===== src/hw/rtl/msd_pkg.sv =====
package msd_pkg;

   // Display geometry.
   localparam int DEFAULT_NUM_DIGITS = 4;
   localparam int MAX_DIGITS         = 8;

   // Depth of the queue between the front and the back.
   localparam int QUEUE_DEPTH = 2;

   // Largest value that write number shows as decimal digits.
   localparam logic [14:0] NUMBER_LIMIT = 15'd9999;

   // Reciprocal constants for the decimal split of values up to the limit.
   localparam logic [13:0] RECIP_10   = 14'd13108;
   localparam int          SHIFT_10   = 17;
   localparam logic [13:0] RECIP_100  = 14'd10486;
   localparam int          SHIFT_100  = 20;
   localparam logic [13:0] RECIP_1000 = 14'd8389;
   localparam int          SHIFT_1000 = 23;

   // Command codes on the request channel.
   localparam logic [1:0] CMD_TICK   = 2'd0;
   localparam logic [1:0] CMD_CHAR   = 2'd1;
   localparam logic [1:0] CMD_NUMBER = 2'd2;
   localparam logic [1:0] CMD_UNUSED = 2'd3;

   // Segment bits, in shift order.
   localparam logic [7:0] SEG_B  = 8'h01;
   localparam logic [7:0] SEG_F  = 8'h02;
   localparam logic [7:0] SEG_A  = 8'h04;
   localparam logic [7:0] SEG_G  = 8'h08;
   localparam logic [7:0] SEG_C  = 8'h10;
   localparam logic [7:0] SEG_DP = 8'h20;
   localparam logic [7:0] SEG_D  = 8'h40;
   localparam logic [7:0] SEG_E  = 8'h80;
   localparam logic [7:0] SEG_BLANK = 8'h00;

   // Operation carried from the front to the back.
   typedef enum logic [1:0] {
      OP_TICK,
      OP_CHAR,
      OP_NUMBER,
      OP_ERROR
   } op_type;

   typedef struct packed {
      logic [1:0]         cmd;
      logic [1:0]         position;
      logic [7:0]         character;
      logic signed [15:0] number;
   } req_type;

   typedef struct packed {
      logic [1:0] digit_index;
      logic [3:0] cathode_lines;
      logic [7:0] segment_pattern;
   } rsp_type;

   // One queue entry: the classified command and the decimal quotients.
   typedef struct packed {
      op_type      op;
      logic [1:0]  position;
      logic [7:0]  character;
      logic [13:0] value;
      logic [9:0]  tens;
      logic [6:0]  hundreds;
      logic [3:0]  thousands;
   } entry_type;

   // Segment byte for a character; unknown characters are blank.
   function automatic logic [7:0] glyph(input logic [7:0] ch);
      logic [7:0] seg;
      case (ch)
         "0": seg = SEG_A | SEG_B | SEG_C | SEG_D | SEG_E | SEG_F;
         "1": seg = SEG_B | SEG_C;
         "2": seg = SEG_A | SEG_B | SEG_G | SEG_E | SEG_D;
         "3": seg = SEG_A | SEG_B | SEG_C | SEG_D | SEG_G;
         "4": seg = SEG_F | SEG_B | SEG_C | SEG_G;
         "5": seg = SEG_A | SEG_F | SEG_G | SEG_C | SEG_D;
         "6": seg = SEG_A | SEG_F | SEG_G | SEG_C | SEG_D | SEG_E;
         "7": seg = SEG_A | SEG_B | SEG_C;
         "8": seg = SEG_A | SEG_B | SEG_C | SEG_D | SEG_E | SEG_F | SEG_G;
         "9": seg = SEG_A | SEG_B | SEG_C | SEG_D | SEG_F | SEG_G;
         "A": seg = SEG_A | SEG_B | SEG_C | SEG_E | SEG_F | SEG_G;
         "b": seg = SEG_C | SEG_D | SEG_E | SEG_F | SEG_G;
         "C": seg = SEG_A | SEG_F | SEG_E | SEG_D;
         "d": seg = SEG_B | SEG_C | SEG_D | SEG_E | SEG_G;
         "E": seg = SEG_A | SEG_D | SEG_E | SEG_F | SEG_G;
         "F": seg = SEG_A | SEG_E | SEG_F | SEG_G;
         "L": seg = SEG_F | SEG_E | SEG_D;
         "o": seg = SEG_C | SEG_D | SEG_E | SEG_G;
         "c": seg = SEG_E | SEG_D | SEG_G;
         "H": seg = SEG_B | SEG_C | SEG_G | SEG_F | SEG_E;
         default: seg = SEG_BLANK;
      endcase
      return seg;
   endfunction

   // Power-up text: " Loc", with blanks beyond the fourth digit.
   function automatic logic [7:0] reset_char(input int pos);
      logic [7:0] ch;
      case (pos)
         1: ch = "L";
         2: ch = "o";
         3: ch = "c";
         default: ch = " ";
      endcase
      return ch;
   endfunction

endpackage


===== src/hw/rtl/msd_chan_if.sv =====
interface msd_chan_if #(
   parameter type payload_type = logic
) ();

   logic        valid;
   logic        ready;
   payload_type data;

   modport source (output valid, output data, input ready);
   modport sink (input valid, input data, output ready);

endinterface


===== src/hw/rtl/multiplexed_seven_segment_driver.sv =====
// Channel  Role    Payload
// req_chan sink    cmd, position, character, number
// rsp_chan source  digit_index, cathode_lines, segment_pattern (one beat per tick)
//
// One request beat is taken every cycle while the two-entry queue has room.
// A tick result passes through a queue entry and then the output register;
// character and number writes take effect when they leave the queue.
// Reset is synchronous: the text reads " Loc" and the last digit is selected.
// A stalled result holds ticks in the queue while writes ahead of them still drain;
// req_chan.ready falls only when both queue entries are occupied.
module multiplexed_seven_segment_driver #(
   parameter int NUM_DIGITS = msd_pkg::DEFAULT_NUM_DIGITS
) (
   input logic         clock,
   input logic         reset,
   msd_chan_if.sink    req_chan,
   msd_chan_if.source  rsp_chan
);
   import msd_pkg::*;

   logic      req_ready;
   logic      push;
   entry_type push_data;
   logic      push_ready;
   logic      pop_valid;
   entry_type pop_data;
   logic      pop;
   logic      rsp_valid;
   rsp_type   rsp_data;

   // Front: handshake and classification.
   msd_front u_front (
      .req_valid   (req_chan.valid),
      .req_data    (req_chan.data),
      .req_ready   (req_ready),
      .queue_ready (push_ready),
      .push        (push),
      .push_data   (push_data)
   );

   // Queue between the front and the back.
   msd_queue u_queue (
      .clock      (clock),
      .reset      (reset),
      .push       (push),
      .push_data  (push_data),
      .push_ready (push_ready),
      .pop_valid  (pop_valid),
      .pop_data   (pop_data),
      .pop        (pop)
   );

   // Back: text buffer, digit counter and result register.
   msd_back #(
      .NUM_DIGITS (NUM_DIGITS)
   ) u_back (
      .clock       (clock),
      .reset       (reset),
      .entry_valid (pop_valid),
      .entry       (pop_data),
      .entry_pop   (pop),
      .rsp_valid   (rsp_valid),
      .rsp_ready   (rsp_chan.ready),
      .rsp_data    (rsp_data)
   );

   assign req_chan.ready = req_ready;
   assign rsp_chan.valid = rsp_valid;
   assign rsp_chan.data  = rsp_data;

endmodule


===== src/hw/rtl/msd_front.sv =====
module msd_front (
   input  logic                req_valid,
   input  msd_pkg::req_type   req_data,
   output logic                req_ready,
   input  logic                queue_ready,
   output logic                push,
   output msd_pkg::entry_type push_data
);
   import msd_pkg::*;

   logic        accepted;
   logic        in_range;
   logic [13:0] value;
   logic [27:0] prod_10;
   logic [27:0] prod_100;
   logic [27:0] prod_1000;

   // A beat is taken whenever the queue has room; the unused command is dropped.
   assign req_ready = queue_ready;
   assign accepted  = req_valid && queue_ready;
   assign push      = accepted && (req_data.cmd != CMD_UNUSED);

   // Numbers below zero or above the limit become the error text.
   assign in_range = !req_data.number[15] && (req_data.number[14:0] <= NUMBER_LIMIT);
   assign value    = req_data.number[13:0];

   // Decimal quotients by reciprocal multiplication; exact for values up to the limit.
   assign prod_10   = 28'(value) * 28'(RECIP_10);
   assign prod_100  = 28'(value) * 28'(RECIP_100);
   assign prod_1000 = 28'(value) * 28'(RECIP_1000);

   // Classify the command and build the queue entry.
   always_comb begin
      push_data.position  = req_data.position;
      push_data.character = req_data.character;
      push_data.value     = value;
      push_data.tens      = prod_10[SHIFT_10 +: 10];
      push_data.hundreds  = prod_100[SHIFT_100 +: 7];
      push_data.thousands = prod_1000[SHIFT_1000 +: 4];
      case (req_data.cmd)
         CMD_TICK:   push_data.op = OP_TICK;
         CMD_CHAR:   push_data.op = OP_CHAR;
         CMD_NUMBER: push_data.op = in_range ? OP_NUMBER : OP_ERROR;
         default:    push_data.op = OP_TICK;
      endcase
   end

endmodule


===== src/hw/rtl/msd_queue.sv =====
module msd_queue (
   input  logic                clock,
   input  logic                reset,
   input  logic                push,
   input  msd_pkg::entry_type push_data,
   output logic                push_ready,
   output logic                pop_valid,
   output msd_pkg::entry_type pop_data,
   input  logic                pop
);
   import msd_pkg::*;

   localparam int PTR_W = (QUEUE_DEPTH > 1) ? $clog2(QUEUE_DEPTH) : 1;
   localparam int CNT_W = $clog2(QUEUE_DEPTH + 1);
   localparam logic [PTR_W-1:0] LAST_SLOT = PTR_W'(QUEUE_DEPTH - 1);
   localparam logic [CNT_W-1:0] FULL_COUNT = CNT_W'(QUEUE_DEPTH);

   entry_type        slots_ff [QUEUE_DEPTH];
   logic [PTR_W-1:0] wr_ptr_ff, wr_ptr_in;
   logic [PTR_W-1:0] rd_ptr_ff, rd_ptr_in;
   logic [CNT_W-1:0] count_ff, count_in;

   assign push_ready = (count_ff != FULL_COUNT);
   assign pop_valid  = (count_ff != '0);
   assign pop_data   = slots_ff[rd_ptr_ff];

   // Pointer and fill count updates.
   always_comb begin
      wr_ptr_in = wr_ptr_ff;
      rd_ptr_in = rd_ptr_ff;
      count_in  = count_ff;
      if (push) begin
         wr_ptr_in = (wr_ptr_ff == LAST_SLOT) ? '0 : wr_ptr_ff + 1'b1;
      end
      if (pop) begin
         rd_ptr_in = (rd_ptr_ff == LAST_SLOT) ? '0 : rd_ptr_ff + 1'b1;
      end
      if (push && !pop) begin
         count_in = count_ff + 1'b1;
      end else if (pop && !push) begin
         count_in = count_ff - 1'b1;
      end
   end

   always_ff @(posedge clock) begin
      if (reset) begin
         wr_ptr_ff <= '0;
         rd_ptr_ff <= '0;
         count_ff  <= '0;
      end else begin
         wr_ptr_ff <= wr_ptr_in;
         rd_ptr_ff <= rd_ptr_in;
         count_ff  <= count_in;
      end
   end

   // Entry storage needs no reset.
   always_ff @(posedge clock) begin
      if (push) begin
         slots_ff[wr_ptr_ff] <= push_data;
      end
   end

   // A push without a pop grows the fill by exactly one entry.
   a_push_grows: assert property (@(posedge clock) disable iff (reset)
      push && !pop |=> count_ff == $past(count_ff) + 1'b1)
      else $error("queue fill did not grow on push");

endmodule


===== src/hw/rtl/msd_back.sv =====
module msd_back #(
   parameter int NUM_DIGITS = msd_pkg::DEFAULT_NUM_DIGITS
) (
   input  logic                clock,
   input  logic                reset,
   input  logic                entry_valid,
   input  msd_pkg::entry_type entry,
   output logic                entry_pop,
   output logic                rsp_valid,
   input  logic                rsp_ready,
   output msd_pkg::rsp_type   rsp_data
);
   import msd_pkg::*;

   localparam int IDX_W = (NUM_DIGITS > 1) ? $clog2(NUM_DIGITS) : 1;
   localparam logic [IDX_W-1:0] LAST_DIGIT = IDX_W'(NUM_DIGITS - 1);

   logic [IDX_W-1:0] digit_cnt_ff, digit_cnt_in;
   logic [IDX_W-1:0] next_digit;
   logic [2:0]       next_wide;
   logic [7:0]       text_ff [NUM_DIGITS];
   logic [7:0]       text_in [NUM_DIGITS];
   logic             rsp_valid_ff, rsp_valid_in;
   rsp_type          rsp_data_ff, rsp_data_in;
   logic             is_tick;
   logic             is_number;
   logic             out_free;
   logic [3:0]       dig_0, dig_1, dig_2, dig_3;
   logic [7:0]       num_char [MAX_DIGITS];
   logic [MAX_DIGITS-1:0] num_mask;

   // A tick waits for the output register; writes always drain.
   assign is_tick   = (entry.op == OP_TICK);
   assign is_number = (entry.op == OP_NUMBER) || (entry.op == OP_ERROR);
   assign out_free  = !rsp_valid_ff || rsp_ready;
   assign entry_pop = entry_valid && (!is_tick || out_free);

   // Decimal digits from the quotients carried in the entry.
   assign dig_0 = 4'(entry.value - 14'(entry.tens) * 14'd10);
   assign dig_1 = 4'(entry.tens - 10'(entry.hundreds) * 10'd10);
   assign dig_2 = 4'(entry.hundreds - 7'(entry.thousands) * 7'd10);
   assign dig_3 = entry.thousands;

   // Left-aligned characters of a number, with a blank code after a short one.
   always_comb begin
      num_char = '{default: 8'h00};
      num_mask = '0;
      if (entry.op == OP_ERROR) begin
         num_char[0] = "F";
         num_char[1] = "E";
         num_char[2] = "H";
         num_char[3] = "L";
         num_mask[3:0] = 4'b1111;
      end else if (entry.value >= 14'd1000) begin
         num_char[0] = {4'h3, dig_3};
         num_char[1] = {4'h3, dig_2};
         num_char[2] = {4'h3, dig_1};
         num_char[3] = {4'h3, dig_0};
         num_mask[3:0] = 4'b1111;
      end else if (entry.value >= 14'd100) begin
         num_char[0] = {4'h3, dig_2};
         num_char[1] = {4'h3, dig_1};
         num_char[2] = {4'h3, dig_0};
         num_mask[3:0] = 4'b1111;
      end else if (entry.value >= 14'd10) begin
         num_char[0] = {4'h3, dig_1};
         num_char[1] = {4'h3, dig_0};
         num_mask[3:0] = 4'b0111;
      end else begin
         num_char[0] = {4'h3, dig_0};
         num_mask[3:0] = 4'b0011;
      end
   end

   // Text buffer writes; positions beyond the display are dropped.
   always_comb begin
      for (int i = 0; i < NUM_DIGITS; i++) begin
         text_in[i] = text_ff[i];
         if (entry_pop && (entry.op == OP_CHAR) && (int'(entry.position) == i)) begin
            text_in[i] = entry.character;
         end
         if (entry_pop && is_number && num_mask[i]) begin
            text_in[i] = num_char[i];
         end
      end
   end

   // Digit advance and the result of a tick.
   assign next_digit = (digit_cnt_ff == LAST_DIGIT) ? '0 : digit_cnt_ff + 1'b1;
   assign next_wide  = 3'(next_digit);

   always_comb begin
      digit_cnt_in = digit_cnt_ff;
      rsp_data_in  = rsp_data_ff;
      rsp_valid_in = rsp_valid_ff && !rsp_ready;
      if (entry_pop && is_tick) begin
         digit_cnt_in                = next_digit;
         rsp_valid_in                = 1'b1;
         rsp_data_in.digit_index     = next_wide[1:0];
         rsp_data_in.cathode_lines   = next_wide[2] ? 4'hF : ~(4'b0001 << next_wide[1:0]);
         rsp_data_in.segment_pattern = glyph(text_ff[next_digit]);
      end
   end

   always_ff @(posedge clock) begin
      if (reset) begin
         digit_cnt_ff <= LAST_DIGIT;
         rsp_valid_ff <= 1'b0;
         for (int i = 0; i < NUM_DIGITS; i++) begin
            text_ff[i] <= reset_char(i);
         end
      end else begin
         digit_cnt_ff <= digit_cnt_in;
         rsp_valid_ff <= rsp_valid_in;
         text_ff      <= text_in;
      end
   end

   // Output payload register.
   always_ff @(posedge clock) begin
      rsp_data_ff <= rsp_data_in;
   end

   assign rsp_valid = rsp_valid_ff;
   assign rsp_data  = rsp_data_ff;

   // The digit counter never leaves the display.
   a_cnt_range: assert property (@(posedge clock) disable iff (reset)
      int'(digit_cnt_ff) < NUM_DIGITS)
      else $error("digit counter beyond the display");

   // A retired tick shows up as a result for the digit it selected.
   a_tick_result: assert property (@(posedge clock) disable iff (reset)
      entry_pop && is_tick |=> rsp_valid_ff &&
         rsp_data_ff.digit_index == $past(next_wide[1:0]))
      else $error("tick did not produce its result");

   // Character and number writes leave the digit counter alone.
   a_write_keeps_cnt: assert property (@(posedge clock) disable iff (reset)
      entry_pop && !is_tick |=> $stable(digit_cnt_ff))
      else $error("write moved the digit counter");

endmodule

===== src/flat_wrapper.sv =====
// flat-port wrapper written by rule: the top's interface ports become plain ports
module multiplexed_seven_segment_driver_flat import msd_pkg::*;
#(
   parameter int NUM_DIGITS = msd_pkg::DEFAULT_NUM_DIGITS
)
  (clock, reset, req_chan_valid, req_chan_data, req_chan_ready, rsp_chan_valid, rsp_chan_data, rsp_chan_ready);
  msd_chan_if req_chan_i ();
  msd_chan_if rsp_chan_i ();
  input logic clock;
  input logic reset;
  input wire logic [$bits(req_chan_i.valid)-1:0] req_chan_valid;
  input wire logic [$bits(req_chan_i.data)-1:0] req_chan_data;
  output wire logic [$bits(req_chan_i.ready)-1:0] req_chan_ready;
  output wire logic [$bits(rsp_chan_i.valid)-1:0] rsp_chan_valid;
  output wire logic [$bits(rsp_chan_i.data)-1:0] rsp_chan_data;
  input wire logic [$bits(rsp_chan_i.ready)-1:0] rsp_chan_ready;
  assign req_chan_i.valid = req_chan_valid;
  assign req_chan_i.data = req_chan_data;
  assign req_chan_ready = req_chan_i.ready;
  assign rsp_chan_valid = rsp_chan_i.valid;
  assign rsp_chan_data = rsp_chan_i.data;
  assign rsp_chan_i.ready = rsp_chan_ready;
  multiplexed_seven_segment_driver #(.NUM_DIGITS(NUM_DIGITS)) u_core (.clock(clock), .reset(reset), .req_chan(req_chan_i), .rsp_chan(rsp_chan_i));
endmodule

===== config.mk =====
export PLATFORM = sky130hd
export DESIGN_NAME = multiplexed_seven_segment_driver_flat
export DESIGN_NICKNAME = d
export VERILOG_FILES = /design/src/hw/rtl/msd_pkg.sv /design/src/hw/rtl/msd_chan_if.sv /design/src/hw/rtl/multiplexed_seven_segment_driver.sv /design/src/hw/rtl/msd_front.sv /design/src/hw/rtl/msd_queue.sv /design/src/hw/rtl/msd_back.sv /design/src/flat_wrapper.sv
export SDC_FILE = /design/constraint.sdc
export NUM_CORES = 1
export LEC_CHECK = 0
export ABC_AREA = 0
export ABC_CLOCK_PERIOD_IN_PS = 1520
export BUFFER_PORTS_ARGS = -buffer_cell sky130_fd_sc_hd__buf_2
export CORE_AREA = 2 2 39 41
export DETAILED_ROUTE_END_ITERATION = 8
export DIE_AREA = 0 0 41 43
export HOLD_SLACK_MARGIN = 0.12
export PLACE_DENSITY = 0.3
export SLEW_MARGIN = 10
export SYNTH_ARGS = -nofsm -noshare
export SYNTH_HDL_FRONTEND = slang
export SYNTH_SLANG_ARGS = --single-unit

===== constraint.sdc =====
create_clock -name clock -period 1.52 [get_ports clock]
set_clock_uncertainty 0.1 [all_clocks]
set_input_delay 0.152 -clock clock [delete_from_list [all_inputs] [get_ports clock]]
set_output_delay 0.152 -clock clock [all_outputs]
set_load 0.01 [all_outputs]

==> metrics.txt, run 1 <==
status complete, no violations; die footprint 1760 sq um; Syn Area/Cell 8.55 sq um; die height 43 um; Post-Syn Instances 18; DRT Pass-1 Iters 4; synth warn 0; type of origin of the critical path flop; Critical Path AT 1.58 ns; Placed Area 229 sq um; via count 163; CTS Buf Count 3; Cell Count, Final, Fillers Out 47; initial core utilization 11.1%; FP Rows 14; global-route wire length before repair 558 um; post-synthesis cell type count 11; Critical path origin u_core.u_queue.count_ff[0]$_SDFFE_PP0P_; total track usage 5.52%; Fillers 157; gr busiest metal met4; top cell type's share of synthesized area 39.0%; share of the yosys chip area belonging to registers 39.0%; R2R setup slack 0.002 ns; CP peak stage delay 0.32 ns; later-pin clock latency in the skew report 0.23 ns; GR Overflow Total 0; met2 usage 4.38%; die extent in x 41 um; Crit path required time 1.58 ns; Cell Chain, Critical Path nand2b_4, and2_4, ha_4, xor2_2, or3_1, a21oi_2; ys async rst share 0%; post-route setup slack 0.00190 ns; final number of setup-violating endpoints 0; Max Slew Vio Count 0; PwrDens 2150 nW/um^2; antenna cells 0; worst r2r dst u_core.u_queue.count_ff[1]$_SDFFE_PP0P_; critical path class reg -> reg; layout cell share with drive strength beyond 1 58.1%; cell area after layout 297 sq um; area of the multi-input gates 120 sq um; worst-path fanout max 3; Critical Path Sink u_core.u_queue.count_ff[1]$_SDFFE_PP0P_; DR DRC count 0; Post-Place Worst Slack -0.0336 ns; core area 1380 sq um; vias in the first global route 142; Core Util, Final 21.4%; Crit path max-delay family simple AND/OR/NAND/NOR gates; max frequency 659 MHz; syn nets 24; clock-pin transition on the worst setup and hold timing paths 0.04 ns; drt initial violations 2; crit path time final 1.52 ns; instance count on the critical path 6; IO Pins 8; CP Buf/Inv Count 0; Design Power 0.000637 W; peak supply drop 0.645 mV; Bufs on Longest Clock Path 2; M1 GR Usage 7.37%; average via count per standard cell 3.47; Hold Crit Class in -> reg; CP Capture Type flop; Leak Pwr 0.126 nW; FF-to-FF Start u_core.u_queue.count_ff[0]$_SDFFE_PP0P_; placed wire-length estimate 246 um; clk sinks 3; WL/cell 7.26 um; most frequent cell after synthesis dfxtp_1; post-route ant nets 0; hold path depth 5; Layout area overhead 92.7%; Root Buffer clkbuf_4; Synth area leader dfxtp_1; fin crit share 99.9%; RSZ-0062 raised after global routing true; I/O Buffers 5; Worst path slowest cell dfxtp_2; Worst Reg2Reg Path Length in Cells 6; Placed Instances 40; FF/Latch Area 62.6 sq um; CTS tree done; number of antenna violations at the first check in global routing 0; GR Layer Usage met3 1.57%; Synth area leaders dfxtp_1 39%, xor2_1 11%, ha_1 8.1%; largest net degree at the start of global routing 6; Seq cells post-synth 3; EDFF count, synth 0; max_cap viols 0; routability cong. 0.625; Final Hold Fails 0; ys flop type dfxtp_1; final net count 38; Mapped Area 154 sq um; final WL 341 um; Max H-tree Level 1
where the power goes:
part / internal (W) / switching, W / total, W
registers: 0.000119 / 0.0000339 / 0.000153
clock network: 0.0000983 / 0.0000405 / 0.000139
logic: 0.000197 / 0.000148 / 0.000345
repair_timing:
| item | in CTS | in global routing |
|---|---|---|
| hold endpoints to repair | 3 | 0 |
| endpoints found under the setup margin | 1 | 1 |
| setup buffers | 1 | 0 |
| pin swaps | 1 | 0 |
| gates resized for setup | 3 | 1 |
| hold buffers | 2 | 0 |
through the flow:
stage | TNS (ns) | hold WS (ns)
3_3_place_gp | -0.0214 | 0.246
2_1_floorplan | 0 | 0.121
5_1_grt | -0.0489 | 0.376
6_report | 0 | 0.336
4_1_cts | -0.00276 | 0.332
3_5_place_dp | -0.0336 | 0.245
final cells by class:
class / count / share of cell area (%)
multi-input cells: 14 / 40.5
repair buffers: 10 / 22.8
flip-flops and latches: 3 / 21.1
clock buffers: 4 / 8.86
well taps: 16 / 6.75
cells in the final DEF (no fill, tap or decap), drive strengths merged:
master / count
a21oi: 2
dlygate4sd3: 2
ha: 1
dfxtp: 3
o21ai: 2
and2: 1
nand2b: 2
buf: 8
xor2: 2
conb: 1
or3: 1
nor2: 2
clkbuf: 4
logic make-up (layout without fill, tap and decap cells):
family | count (synthesis) | after routing | synth area share (%)
flip-flops | 3 | 3 | 39.0
buffers and inverters | 1 | 14 | 4.88
XOR/XNOR | 2 | 2 | 11.4
AND/OR/NAND/NOR | 6 | 6 | 21.1
adder cells (fa/ha/maj) | 1 | 1 | 8.13
other | 1 | 1 | 2.44
AO/OA/AOI/OAI | 4 | 4 | 13.0
worst reg2reg max path, stage by stage (launching register included):
cell      delay (ns)
dfxtp_2         0.32
nand2b_4        0.13
and2_4          0.16
ha_4            0.15
xor2_2          0.14
or3_1           0.32
a21oi_2         0.12
state kept, by name, summed over array words and instances, names as in the netlist:
register / cells
u_core.u_back.rsp_valid: 1
u_core.u_queue.count_ff: 2
per-layer routing:
metal  vias up  share of wire (%)
li1         82                  -
met5         -                  0
met3         4                9.7
met4         0                7.0
met1        69                 52
met2         8                 30
how the worst min path moves through the flow:
stage | startpoint | end | slack [ns]
floorplan | reset | u_core.u_back.rsp_valid$_SDFF_PP0_ | 0.12
global placement | reset | u_core.u_queue.count_ff[1]$_SDFFE_PP0P_ | 0.25
finish | req_chan_valid | u_core.u_queue.count_ff[0]$_SDFFE_PP0P_ | 0.34
CTS | req_chan_valid | u_core.u_queue.count_ff[0]$_SDFFE_PP0P_ | 0.33
detailed placement | reset | u_core.u_back.rsp_valid$_SDFF_PP0_ | 0.25
global route | req_chan_valid | u_core.u_queue.count_ff[0]$_SDFFE_PP0P_ | 0.38
Note: power is estimated with default switching activity, not from simulation.
==> run 2: changes to the inputs <==
BUFFER_PORTS_ARGS = unset   (was -buffer_cell sky130_fd_sc_hd__buf_2)
DONT_BUFFER_PORTS = 1   (was unset)
==> run 2 against run 1 <==
Clock-buffer cell count is the same; worst setup slack better by 0.020 ns; critical path type unchanged; die area stayed put; critical endpoint unchanged; clock power is essentially flat; highest routed layer is now met3; wire length fell by 4.4%.
==> metrics.txt, run 2 (synthesis results as in run 1) <==
most frequent cells in the layout 5 x buf_4, 3 x clkbuf_4; most common cell after layout, fill and taps aside buf_4; drt initial violations 0; die footprint 1760 sq um; Max Slew Vio Count 0; antenna cells 0; worst-path fanout max 4; vias in the first global route 151; Fillers 162; Worst Reg2Reg Path Length in Cells 6; Crit path required time 1.57 ns; FP Rows 14; hold path depth 4; Max H-tree Level 1; CP Capture Type flop; max_cap viols 0; global-route wire length before repair 531 um; I/O Buffers 0; instance count on the critical path 6; Root Buffer clkbuf_4; layout cell share with drive strength beyond 1 46.4%; CP Buf/Inv Count 0; final number of setup-violating endpoints 0; IO Pins 8; post-route ant nets 0; via count 148; die extent in x 41 um; max FFs per register 2; critical path class reg -> reg; Layout area overhead 78.9%; placed wire-length estimate 252 um; clock-pin transition on the worst setup and hold timing paths 0.03 ns; largest net degree at the start of global routing 5; average via count per standard cell 3.36; Critical Path AT 1.55 ns; crit path time final 1.50 ns; Cell Chain, Critical Path nand2b_4, and2_4, ha_4, xor2_1, or3_1, a21oi_1; number of antenna violations at the first check in global routing 0; type of origin of the critical path flop; CTS tree done; Setup TNS 0 ns; Hold WS 0.248 ns; Hold Crit Class in -> reg; RSZ-0062 raised after global routing true; PwrDens 2230 nW/um^2; DRT Pass-1 Iters 1; final WL 326 um; CP peak stage delay 0.32 ns; Worst path slowest cell dfxtp_2; core area 1380 sq um; peak supply drop 0.585 mV; status complete, no violations; die height 43 um; WL/cell 7.41 um; Crit path max-delay family simple AND/OR/NAND/NOR gates; later-pin clock latency in the skew report 0.23 ns; DR DRC count 0; clk sinks 3; max frequency 667 MHz; CTS Buf Count 3; routability cong. 0.579; Leak Pwr 0.115 nW; Most flops, register u_core.u_queue.count_ff; Final Hold Fails 0; GR Overflow Total 0; Bufs on Longest Clock Path 2; total track usage 5.01%; final net count 35; fin crit share 98.6%; initial core utilization 11.1%
## run 2: cell types whose count changed in the layout (fill, tap and decap cells not counted)
cell     before  now
a21oi_1       1    2
a21oi_2       1    0
buf_2         5    0
buf_4         3    5
xor2_1        1    2
xor2_2        1    0
## run 2: path summary, 6_finish.rpt
| path | startpoint | endpoint | slack [ns] |
|---|---|---|---|
| worst max-delay path | u_core.u_queue.count_ff[0]$_SDFFE_PP0P_ | u_core.u_queue.count_ff[1]$_SDFFE_PP0P_ | 0.02 |
| worst min-delay path | req_chan_valid | u_core.u_queue.count_ff[0]$_SDFFE_PP0P_ | 0.25 |
| worst max register to register | u_core.u_queue.count_ff[0]$_SDFFE_PP0P_ | u_core.u_queue.count_ff[1]$_SDFFE_PP0P_ | 0.02 |
| worst min register to register | u_core.u_queue.count_ff[0]$_SDFFE_PP0P_ | u_core.u_queue.count_ff[0]$_SDFFE_PP0P_ | 0.52 |
## run 2: final cells by class
class / count / area (sq um) / area share [%]
timing repair buffer: 7 / 57.6 / 20.9
clock buffer: 4 / 26.3 / 9.55
multi-input combinational: 14 / 109 / 39.5
sequential: 3 / 62.6 / 22.7
tap: 16 / 20.0 / 7.27
## run 2: worst min-delay path, delay by kind of cell
family | cells | cell delay (ns)
xor+xnor | 1 | 0.06
fa+ha+maj | 1 | 0.13
simple gates | 2 | 0.19
## run 2: metrics by stage
| stage | instances | total power (W) | area (sq um) | utilization (%) | setup WS (ns) |
|---|---|---|---|---|---|
| after global placement | 38 | 0.000465 | 226 | 16.4 | 0.000759 |
| final | 44 | 0.000613 | 275 | 19.9 | 0.0214 |
| after detailed placement | 38 | 0.000464 | 226 | 16.4 | -0.000606 |
| after CTS | 44 | 0.000629 | 275 | 19.9 | 0.00578 |
| after floorplan | 18 | 0.000354 | 176 | - | 0.00471 |
| after global routing | 44 | 0.000667 | 275 | 19.9 | -0.0525 |
## run 2: repair_timing
action / in CTS / in global routing
resized for setup: 2 / 0
endpoints found under the setup margin: 1 / 1
hold buffers: 2 / 0
hold endpoints to repair: 3 / 0
pin swaps: 1 / 0
setup buffers: 0 / 0
## run 2: power by group
part	switching (W)	total [W]	internal [W]	leakage, nW
clock	0.0000390	0.000137	0.0000982	0.0150
combinational	0.000131	0.000324	0.000193	0.0746
sequential	0.0000327	0.000152	0.000119	0.0255
total	0.000203	0.000613	0.000411	0.115
## run 2: per-layer routing
| layer | GRT usage (%) | wire (um) |
|---|---|---|
| met5 | 0 | 0 |
| met4 | 8.00 | 0 |
| met3 | 2.09 | 37 |
| met2 | 5.94 | 146 |
| met1 | 4.79 | 141 |
